**src/hw/rtl/bgd_pkg.sv**
```systemverilog
// Package for the button gesture detector: event codes, register indexes,
// reset values and the state and configuration structs. No dependencies.
package bgd_pkg;

  typedef enum logic [2:0] {
    EV_NONE   = 3'd0,
    EV_CLICK  = 3'd1,
    EV_DOUBLE = 3'd2,
    EV_HOLD   = 3'd3,
    EV_LONG   = 3'd4
  } event_e;

  localparam int unsigned CfgIdxW = 2;
  localparam int unsigned CfgW    = 16;
  localparam int unsigned TimeW   = 32;

  localparam logic [CfgIdxW-1:0] REG_DOUBLE   = 2'd0;
  localparam logic [CfgIdxW-1:0] REG_HOLD     = 2'd1;
  localparam logic [CfgIdxW-1:0] REG_LONG     = 2'd2;
  localparam logic [CfgIdxW-1:0] REG_DEBOUNCE = 2'd3;

  localparam logic [CfgW-1:0] DOUBLE_RST   = 16'd250;
  localparam logic [CfgW-1:0] HOLD_RST     = 16'd1000;
  localparam logic [CfgW-1:0] LONG_RST     = 16'd3000;
  localparam logic [CfgW-1:0] DEBOUNCE_RST = 16'd50;

  typedef struct packed {
    logic [CfgW-1:0] double_ms;
    logic [CfgW-1:0] hold_ms;
    logic [CfgW-1:0] long_ms;
    logic [CfgW-1:0] debounce_ms;
  } cfg_t;

  typedef struct packed {
    logic             last_level;
    logic [TimeW-1:0] release_time;
    logic [TimeW-1:0] press_time;
    logic             single_pending;
    logic             ignore_release;
    logic             double_armed;
    logic             double_waiting;
    logic             hold_seen;
    logic             long_seen;
  } state_t;

endpackage

```
**src/hw/rtl/bgd_cfg_regs.sv**
```systemverilog
// Configuration register file of the button gesture detector.
// Depends on bgd_pkg.
module bgd_cfg_regs (
  input  logic                       clk_i,
  input  logic                       rst_ni,
  input  logic                       wr_en_i,
  input  logic [bgd_pkg::CfgIdxW-1:0] wr_index_i,
  input  logic [bgd_pkg::CfgW-1:0]    wr_data_i,
  output bgd_pkg::cfg_t              cfg_o
);

  bgd_pkg::cfg_t cfg_q, cfg_d;

  always_comb begin
    cfg_d = cfg_q;
    if (wr_en_i) begin
      case (wr_index_i)
        bgd_pkg::REG_DOUBLE:   cfg_d.double_ms   = wr_data_i;
        bgd_pkg::REG_HOLD:     cfg_d.hold_ms     = wr_data_i;
        bgd_pkg::REG_LONG:     cfg_d.long_ms     = wr_data_i;
        bgd_pkg::REG_DEBOUNCE: cfg_d.debounce_ms = wr_data_i;
        default:               cfg_d = cfg_q;
      endcase
    end
  end

  always_ff @(posedge clk_i or negedge rst_ni) begin
    if (!rst_ni) begin
      cfg_q.double_ms   <= bgd_pkg::DOUBLE_RST;
      cfg_q.hold_ms     <= bgd_pkg::HOLD_RST;
      cfg_q.long_ms     <= bgd_pkg::LONG_RST;
      cfg_q.debounce_ms <= bgd_pkg::DEBOUNCE_RST;
    end else begin
      cfg_q <= cfg_d;
    end
  end

  assign cfg_o = cfg_q;

endmodule

```
**src/hw/rtl/bgd_eval.sv**
```systemverilog
// Combinational evaluation of one button sample: next state and event code.
// Depends on bgd_pkg.
module bgd_eval (
  input  logic                       level_i,
  input  logic [bgd_pkg::TimeW-1:0]  now_ms_i,
  input  bgd_pkg::cfg_t              cfg_i,
  input  bgd_pkg::state_t            state_i,
  output bgd_pkg::state_t            state_o,
  output bgd_pkg::event_e            event_o
);

  logic [bgd_pkg::TimeW-1:0] up_gap0, dn_gap0, up_gap1, dn_gap1;
  logic [bgd_pkg::TimeW-1:0] dbl_w, hold_w, long_w, deb_w;
  logic                      press_edge, release_edge, rise;
  bgd_pkg::state_t           s;
  bgd_pkg::event_e           ev;

  assign dbl_w  = bgd_pkg::TimeW'(cfg_i.double_ms);
  assign hold_w = bgd_pkg::TimeW'(cfg_i.hold_ms);
  assign long_w = bgd_pkg::TimeW'(cfg_i.long_ms);
  assign deb_w  = bgd_pkg::TimeW'(cfg_i.debounce_ms);

  assign up_gap0 = now_ms_i - state_i.release_time;
  assign dn_gap0 = now_ms_i - state_i.press_time;
  assign rise    = level_i && !state_i.last_level;
  assign press_edge   = !level_i && state_i.last_level && (up_gap0 > deb_w);
  assign release_edge = !press_edge && rise && (dn_gap0 > deb_w);

  always_comb begin
    s  = state_i;
    ev = bgd_pkg::EV_NONE;
    if (press_edge) begin
      s.press_time     = now_ms_i;
      s.single_pending = 1'b1;
      s.ignore_release = 1'b0;
      s.hold_seen      = 1'b0;
      s.long_seen      = 1'b0;
      s.double_armed   = (up_gap0 < dbl_w) && !state_i.double_armed && state_i.double_waiting;
      s.double_waiting = 1'b0;
    end else if (release_edge && !state_i.ignore_release) begin
      s.release_time = now_ms_i;
      if (!state_i.double_armed) begin
        s.double_waiting = 1'b1;
      end else begin
        ev               = bgd_pkg::EV_DOUBLE;
        s.double_armed   = 1'b0;
        s.double_waiting = 1'b0;
        s.single_pending = 1'b0;
      end
    end

    if (level_i && (up_gap1 > dbl_w) && !s.double_armed && s.double_waiting
        && s.single_pending) begin
      ev               = bgd_pkg::EV_CLICK;
      s.double_waiting = 1'b0;
    end

    if (rise && (dn_gap1 > hold_w) && (dn_gap1 < long_w)) begin
      ev = bgd_pkg::EV_HOLD;
    end

    if (!level_i && (dn_gap1 > hold_w)) begin
      if (!s.hold_seen) begin
        s.ignore_release = 1'b1;
        s.hold_seen      = 1'b1;
      end
      if ((dn_gap1 > long_w) && !s.long_seen) begin
        s.long_seen = 1'b1;
        ev          = bgd_pkg::EV_LONG;
      end
    end

    s.last_level = level_i;
  end

  // gaps after the edge updates; only the edge that fired moves a timestamp
  assign up_gap1 = (release_edge && !state_i.ignore_release) ? '0 : up_gap0;
  assign dn_gap1 = press_edge ? '0 : dn_gap0;

  assign state_o = s;
  assign event_o = ev;

endmodule

```
**src/hw/rtl/button_gesture_detector.sv**
```systemverilog
// Top level of the button gesture detector: input register, state registers,
// result register. Depends on bgd_pkg, bgd_cfg_regs and bgd_eval.
//
//  channel | signals                              | direction
//  in      | in_valid_i, in_ready_o, level_i, now_ms_i | sample in
//  out     | out_valid_o, out_ready_i, event_code_o    | event out
//  cfg     | cfg_valid_i, cfg_ready_o, cfg_index_i, cfg_data_i | register write
//
// A sample passes through the input register and then the result register.
// One sample per cycle is sustained while out_ready_i is high; the state update is a single pass of bgd_eval.
// Reset sets last_level to released, times and flags to zero, registers to defaults.
// A stalled result holds the result register; the input register fills behind it
// and in_ready_o drops only when both are full.
module button_gesture_detector (
  input  logic                        clk_i,
  input  logic                        rst_ni,
  input  logic                        in_valid_i,
  output logic                        in_ready_o,
  input  logic                        level_i,
  input  logic [bgd_pkg::TimeW-1:0]   now_ms_i,
  output logic                        out_valid_o,
  input  logic                        out_ready_i,
  output logic [2:0]                  event_code_o,
  input  logic                        cfg_valid_i,
  output logic                        cfg_ready_o,
  input  logic [bgd_pkg::CfgIdxW-1:0] cfg_index_i,
  input  logic [bgd_pkg::CfgW-1:0]    cfg_data_i
);

  bgd_pkg::cfg_t             cfg;
  bgd_pkg::state_t           st_q, st_d;
  bgd_pkg::event_e           ev_d, ev_q;
  logic                      in_valid_q, out_valid_q, advance;
  logic                      level_q;
  logic [bgd_pkg::TimeW-1:0] now_q;

  assign cfg_ready_o = 1'b1;

  bgd_cfg_regs u_cfg (
    .clk_i      (clk_i),
    .rst_ni     (rst_ni),
    .wr_en_i    (cfg_valid_i),
    .wr_index_i (cfg_index_i),
    .wr_data_i  (cfg_data_i),
    .cfg_o      (cfg)
  );

  bgd_eval u_eval (
    .level_i  (level_q),
    .now_ms_i (now_q),
    .cfg_i    (cfg),
    .state_i  (st_q),
    .state_o  (st_d),
    .event_o  (ev_d)
  );

  assign advance    = in_valid_q && (!out_valid_q || out_ready_i);
  assign in_ready_o = !in_valid_q || advance;

  always_ff @(posedge clk_i or negedge rst_ni) begin
    if (!rst_ni) begin
      in_valid_q  <= 1'b0;
      out_valid_q <= 1'b0;
      st_q        <= '{last_level: 1'b1, default: '0};
    end else begin
      if (in_ready_o) begin
        in_valid_q <= in_valid_i;
      end
      if (advance) begin
        out_valid_q <= 1'b1;
        st_q        <= st_d;
      end else if (out_ready_i) begin
        out_valid_q <= 1'b0;
      end
    end
  end

  always_ff @(posedge clk_i) begin
    if (in_ready_o && in_valid_i) begin
      level_q <= level_i;
      now_q   <= now_ms_i;
    end
    if (advance) begin
      ev_q <= ev_d;
    end
  end

  assign out_valid_o  = out_valid_q;
  assign event_code_o = 3'(ev_q);

  a_long_sets_flag: assert property (@(posedge clk_i) disable iff (!rst_ni)
    out_valid_q && (ev_q == bgd_pkg::EV_LONG) |-> st_q.long_seen)
    else $error("long hold without long_seen");

  a_long_implies_hold: assert property (@(posedge clk_i) disable iff (!rst_ni)
    st_q.long_seen |-> st_q.hold_seen)
    else $error("long_seen without hold_seen");

  a_double_clears: assert property (@(posedge clk_i) disable iff (!rst_ni)
    advance && (ev_d == bgd_pkg::EV_DOUBLE) |=> !st_q.double_armed && !st_q.double_waiting)
    else $error("double click left window armed");

  a_no_drop: assert property (@(posedge clk_i) disable iff (!rst_ni)
    in_valid_q && !advance |=> in_valid_q)
    else $error("pending sample lost");

endmodule
```
**config.mk**
```make
export PLATFORM = sky130hd
export DESIGN_NAME = button_gesture_detector
export DESIGN_NICKNAME = d
export VERILOG_FILES = /design/src/hw/rtl/bgd_pkg.sv /design/src/hw/rtl/bgd_cfg_regs.sv /design/src/hw/rtl/bgd_eval.sv /design/src/hw/rtl/button_gesture_detector.sv
export SDC_FILE = /design/constraint.sdc
export NUM_CORES = 1
export LEC_CHECK = 0
export ABC_AREA = 1
export BUFFER_PORTS_ARGS = -buffer_cell sky130_fd_sc_hd__buf_2
export CAP_MARGIN = 30
export CORE_MARGIN = 2
export CORE_UTILIZATION = 40
export DETAILED_ROUTE_END_ITERATION = 16
export PLACE_DENSITY = 0.62
export SYNTH_ARGS = -nofsm -noshare
export SYNTH_HDL_FRONTEND = slang
export SYNTH_SLANG_ARGS = --single-unit
export TNS_END_PERCENT = 5
```
**constraint.sdc**
```tcl
create_clock -name clk_i -period 4.7 [get_ports clk_i]
set_input_delay 0.235 -clock clk_i [delete_from_list [all_inputs] [get_ports clk_i]]
set_output_delay 0.235 -clock clk_i [all_outputs]
set_load 0.1 [all_outputs]
```
==> results of run 1 <==
synth_stat cells (all sizes together):
library cell,n
a22o,1
o21bai,6
nor2,180
a21o,1
a32o,1
nand2,680
a31oi,3
a221oi,1
buf,13
ha,157
inv,452
o211ai,1
and2,3
edfxtp,36
a211oi,1
nand4,23
nand3,75
and3,2
conb,1
o21a,3
or2,2
fa,2
xor2,28
dfstp,23
nand3b,9
o221ai,3
nor3,19
clkbuf,14
o2111ai,2
a22oi,1
o21ai,116
a21oi,99
o22ai,1
dfrtp,114
xnor2,1
a41oi,1
registers in the layout, summed over array words and instances (netlist names):
signal / count
st_q: 71
event_code_o: 3
in_valid_q: 1
now_q: 32
level_q: 1
u_cfg.cfg_o: 64
out_valid_o: 1
where the power goes:
group / internal, mW / switching, mW / leakage (nW)
Clock: 0.793 / 0.727 / 0.306
Sequential: 1.97 / 0.191 / 1.95
Combinational: 3.14 / 4.94 / 6.97
Total: 5.91 / 5.86 / 9.22
cell usage in the layout, fill, tap and decap left out, drive strengths merged, types with 3 or more instances in the layout:
cell type,synthesis,routed
nor3,19,19
xor2,28,28
clkbuf,14,18
nand4,23,23
and2,3,3
clkinv,0,5
ha,157,157
dfrtp,114,114
dfstp,23,23
o21a,3,3
nand3b,9,9
a31oi,3,3
edfxtp,36,36
nand3,75,75
nand2,680,680
inv,452,460
nor2,180,180
buf,13,129
o21ai,116,116
o221ai,3,3
a21oi,99,99
o21bai,6,6
dlygate4sd3,0,34
final timing paths:
path / start / endpoint / slack, ps / depth (start not counted)
max in group asynchronous: rst_ni / u_cfg.cfg_o[27] / 3810 / 3
min in group asynchronous: rst_ni / u_cfg.cfg_o[56] / 160 / 2
setup reg to reg: now_q[13] / event_code_o[2] / -30 / 26
hold / removal: out_ready_i / out_valid_o / 50 / 4
setup / recovery: now_q[13] / event_code_o[2] / -30 / 26
hold reg to reg: u_cfg.cfg_o[45] / u_cfg.cfg_o[45] / 490 / 2
kinds of logic after synthesis:
logic type,after synthesis,synth area share [%]
other,1,0.02661
adder cells (fa/ha/maj),159,14.22
XOR/XNOR,29,1.802
AO/OA/AOI/OAI,241,9.739
AND/OR/NAND/NOR,993,28.81
flip-flops,173,32.20
buffers and inverters,479,13.20
per-layer routing:
layer | global-route usage (%) | routed length, µm | up-vias
met2 | 35.88 | 18520 | 326
met5 | 0 | 0 | -
met3 | 3.070 | 1892 | 69
met1 | 31.93 | 19460 | 6144
li1 | - | - | 6719
met4 | 8.166 | 1150 | 0
through the flow:
step                      util [%]  power, mW
after global placement       44.04      9.396
final                        48.52      11.77
after detailed placement     44.09      9.584
after global routing         48.51      12.94
after CTS                    47.02      11.26
after floorplan                  -      7.453
cell type report:
class,count,area (µm²)
inverter,452,1709
fill,3433,17830
timing repair buffer,163,1220
sequential,173,4538
antenna,2,5.005
clock inverter,14,168.9
multi-input combinational,1423,8139
tap,455,569.3
clock buffer,18,450.4
what timing repair did:
action	in CTS	in global routing
hold buffers	34	0
setup endpoints to repair	5	7
pin swaps	0	23
gates resized for setup	8	85
buffers inserted	1	8
endpoints found under the hold margin	123	0
critical path, stage by stage (launching register included):
cell	delay, ps
edfxtp_1	450
ha_2	420
nand2_1	140
nor2_2	150
inv_1	70
nor3_1	130
nand2_1	130
nand2_4	130
xor2_2	200
ha_1	280
a21oi_1	130
o21ai_0	100
a41oi_1	200
a22o_1	180
nand3_2	110
nand2_4	130
inv_8	50
nor3_4	170
ha_1	250
nand2_1	80
inv_2	50
a221oi_4	230
o221ai_2	150
nand2_1	90
o2111ai_2	140
a22oi_2	260
nor2_1	70
==> impl_results.md, run 1 <==
* Final nets at 2,445
* DR iter-0 viols at 943
* Synth top area cells: dfrtp_1 20%, nand2_1 18%, ha_1 14%
* Syn_nets at 2,290
* Yosys top cell by area: dfrtp_1
* Netlist cell types at 50
* Vias at 13,260
* Average size of a mapped cell at 6.792 µm²
* Status: finished with violations
* GRT Util Overall at 22.79%
* Final instance area at 16,800 µm²
* Layout cells sized above 1 at 14.09%
* Seq/Total Area, Yosys at 32.20%
* CTS H-tree lvls at 4
* YS warnings at 0
* Die Wd at 191.7 µm
* Hold_ws at 52.68 ps
* Clock root buffer: clkbuf_16
* Top-area cell type share of the netlist area at 20.24%
* Die area at 36,750 µm²
* Critical Path End Type: register
* Area Growth Syn to Fin at 19.20%
* Leakage at 9.225 nW
* Synthesized area at 14,090 µm²
* Antenna viol nets, final at 0
* CTS clock-pin slew for the worst setup and hold paths at 80 ps
* Die Y at 191.7 µm
* WP data required at 4920 ps
* Cell count after synthesis at 2,075
* Clk sinks at 173
* Worst slew pin tran at 973.6 ps
* Failing checks: negative setup slack
* Gpl congestion at 0.9059
* PortBufs at 60
* Routed WL at 41.02 mm
* #FFs+latches synth at 173
* Initial core utilization at 40.70%
* Avg Vias per Cell at 4.910
* Cell Area, Placed at 15,270 µm²
* DR WL/cell at 15.19 µm
* MaxCap Viol Count at 0
* Cell Rows at 68
* FMAX at 0.2115 GHz
* Vias in the first global route at 12,570
* Drt pass-1 iters at 6
* Final Non-Filler Cells at 2,700
* Residual overflow from global routing at 0
* Inst Count DP at 2,621
* CP startpoint kind: register
* Setup ws final at -27.46 ps
* Hold Fails Final Rpt at 0
* Max Slew Vio Count at 0
* Setup Total Neg Slack at -27.46 ps
* CTS tree: done
* Peak fanout along the critical path at 7
* # setup viols final at 1
* Worst setup skew after layout at 16.71 ps
* Crit path time final at 4727 ps
* Largest net degree at the start of global routing at 101
* Relative slew slack at 34.94%
* Clock Latency Late Sink at 460 ps
* Final Cycle Share at 100.6%
* Pwr per Cell Area at 700.7 nW/µm²
* # IOs at 62
* Hpwl dp at 32.60 mm
* Clock buffer count from CTS at 17
* Place WS at -192.6 ps
* Peak VDD IR at 0.3180 mV
* First-pass GRT wire length at 64.70 mm
* DRC Markers at 0
* Initial antenna violation count at 1
* RSZ-0062 raised after global routing: true
* Critical path type: register to register
* Critical path data arrival time at 4950 ps
* Longest Clk Path Bufs at 2
* Core Area at 34,630 µm²
* Hold Crit Class: primary input to register
Power figures use the tool's default switching activity.
==> run 2, diff against run 1 <==
--- a/config.mk
+++ b/config.mk
@@ -8,10 +8,12 @@
 export ABC_AREA = 1
 export BUFFER_PORTS_ARGS = -buffer_cell sky130_fd_sc_hd__buf_2
 export CAP_MARGIN = 30
+export CELL_PAD_IN_SITES_DETAIL_PLACEMENT = 0
+export CELL_PAD_IN_SITES_GLOBAL_PLACEMENT = 2
 export CORE_MARGIN = 2
-export CORE_UTILIZATION = 40
+export CORE_UTILIZATION = 36
 export DETAILED_ROUTE_END_ITERATION = 16
-export PLACE_DENSITY = 0.62
+export PLACE_DENSITY = 0.88
 export SYNTH_ARGS = -nofsm -noshare
 export SYNTH_HDL_FRONTEND = slang
 export SYNTH_SLANG_ARGS = --single-unit
==> run 2 against run 1 <==
Register-to-register slack better by 70 ps; total power rose by 7.8%; first-iteration DRC count is 17% lower; utilization decreased by 2.5 points; via count decreased by 0.26%; the run now ends clean; maximum frequency up 1.4%; largest cell class unchanged; non-clock buffer count increased by 41; critical path depth grew 4; critical path type unchanged.
==> impl_results.md, run 2 (same netlist as run 1, synthesis figures left out) <==
* Crit-path max cell delay at 490 ps
* Longest Clk Path Bufs at 2
* Largest reg by FF count: st_q
* Residual overflow from global routing at 0
* # setup viols final at 0
* # IOs at 62
* MaxCap Viol Count at 0
* Largest register FFs at 71
* Die area at 40,750 µm²
* Critical path type: register to register
* CP startpoint kind: register
* Worst setup skew after layout at 10.18 ps
* Vias at 13,220
* Clock buffer count from CTS at 17
* Hold Crit Class: primary input to register
* Antenna viol nets, final at 0
* Hpwl dp at 34.87 mm
* R2r worst-path depth at 30
* Slowest stage cell, crit path: edfxtp_1
* First-pass GRT wire length at 66.91 mm
* Largest net degree at the start of global routing at 88
* Area Growth Syn to Fin at 26.10%
* Reg-to-Reg Start: now_q[9]
* WHS Endpoint: now_q[1]
* Most frequent cells in the layout: 632 x nand2_1, 441 x inv_1, 154 x nor2_1, 123 x ha_1, 114 x dfrtp_1
* Peak fanout along the critical path at 7
* Place WS at -229.9 ps
* Drt pass-1 iters at 5
* DR iter-0 viols at 779
* Initial antenna violation count at 0
* DR WL/cell at 15.47 µm
* Cell Rows at 72
* Hold Fails Final Rpt at 0
* CTS tree: done
* FMAX at 0.2146 GHz
* Most common cell after layout, fill and taps aside: nand2_1
* DRC Markers at 0
* WP data required at 5030 ps
* Peak VDD IR at 0.3662 mV
* Avg Vias per Cell at 4.717
* Final Cycle Share at 99.17%
* Die Y at 201.9 µm
* Status: complete, no violations
* Reg2Reg Capture Point: event_code_o[0]
* Layout cells sized above 1 at 18.74%
* Critical path data arrival time at 4990 ps
* Origin of the worst min-delay path: now_ms_i[1]
* GRT Util Overall at 21.17%
* Clock Latency Late Sink at 460 ps
* Leakage at 9.522 nW
* Final nets at 2,486
* CTS H-tree lvls at 4
* Max Slew Vio Count at 0
* Pwr per Cell Area at 714.2 nW/µm²
* Hold depth at 1
* Initial core utilization at 36.47%
* FF-to-FF setup slack at 40 ps
* Crit path time final at 4661 ps
* CTS clock-pin slew for the worst setup and hold paths at 70 ps
* PortBufs at 60
* Routed WL at 43.37 mm
* Vias in the first global route at 12,600
* Die Wd at 201.9 µm
* Clock root buffer: clkbuf_16
* Setup ws final at 39.15 ps
* RSZ-0062 raised after global routing: true
* Crit-path most repeated cell: nand2_1
* Critical Path End Type: register
* Clk sinks at 173
* Core Area at 38,650 µm²
* Relative slew slack at 37.88%
* Hold_ws at 17.72 ps
* Gpl congestion at 0.8693
* Worst slew pin tran at 929.5 ps
[run 2: changes by cell type in the layout (fill, tap and decap cells not counted), sizes merged]
cell         previous run  this run
buf                   129       170
dlygate4sd3            34        33
clkbuf                 18        21
clkinvlp                0         1
diode                   2         1
inv                   460       457
[run 2: metrics by stage]
step	cell area [µm²]	util (%)	total power, mW	TNS [ps]	instances
floorplan	14090	-	7.453	0	2075
finish	17770	45.99	12.69	0	2803
global route	17770	45.98	14.02	-1126	2802
CTS	16740	43.31	11.72	-3.253	2780
detailed placement	15590	40.34	9.938	-1118	2714
global placement	15550	40.23	9.807	-771.6	2712
[run 2: final cells by class]
cell class | count | area (µm²)
clock inverter | 12 | 118.9
antenna | 1 | 2.502
tap | 518 | 648.1
multi-input combinational | 1423 | 8687
sequential | 173 | 4538
inverter | 452 | 1712
fill | 3957 | 20880
clock buffer | 20 | 489.2
timing repair buffer | 204 | 1577
[run 2: worst max path at each step]
stage | slack [ps] | startpoint | depth (start not counted) | to
after floorplan | 370 | now_q[0] | 34 | event_code_o[0]
after global placement | -210 | now_q[8] | 26 | event_code_o[2]
after global routing | -190 | now_q[9] | 30 | event_code_o[0]
after detailed placement | -230 | now_q[8] | 28 | event_code_o[0]
final | 40 | now_q[9] | 30 | event_code_o[0]
after CTS | -3 | now_q[2] | 34 | st_q[2]
[run 2: critical path: cells and delay by family (launching register included)]
family | cells | cell delay [ps]
flip-flops | 1 | 490
XOR/XNOR | 1 | 210
AO/OA/AOI/OAI | 6 | 1100
AND/OR/NAND/NOR | 15 | 1400
adder cells (fa/ha/maj) | 3 | 820
buffers and inverters | 5 | 500
[run 2: routing by layer]
layer,global-route usage (%),vias up,wire (µm)
met5,0,-,0
met4,4.779,0,677
met3,2.257,42,1876
met2,34.49,234,19750
met1,30.21,6140,21070
li1,-,6807,-
[run 2: report_power, final]
| group | switching (mW) | total [mW] | leakage (nW) | internal [mW] |
|---|---|---|---|---|
| sequential | 0.190 | 2.16 | 1.95 | 1.97 |
| combinational | 5.30 | 9.03 | 7.27 | 3.73 |
| clock | 0.680 | 1.50 | 0.301 | 0.819 |
[run 2: repair_timing]
| action | in CTS | in global routing |
|---|---|---|
| setup endpoints to repair | 7 | 7 |
| buffers inserted | 1 | 21 |
| resized for setup | 32 | 171 |
| cloned | 0 | 1 |
| pin swaps | 0 | 61 |
| hold buffers | 33 | 0 |
| hold endpoints to repair | 87 | 0 |
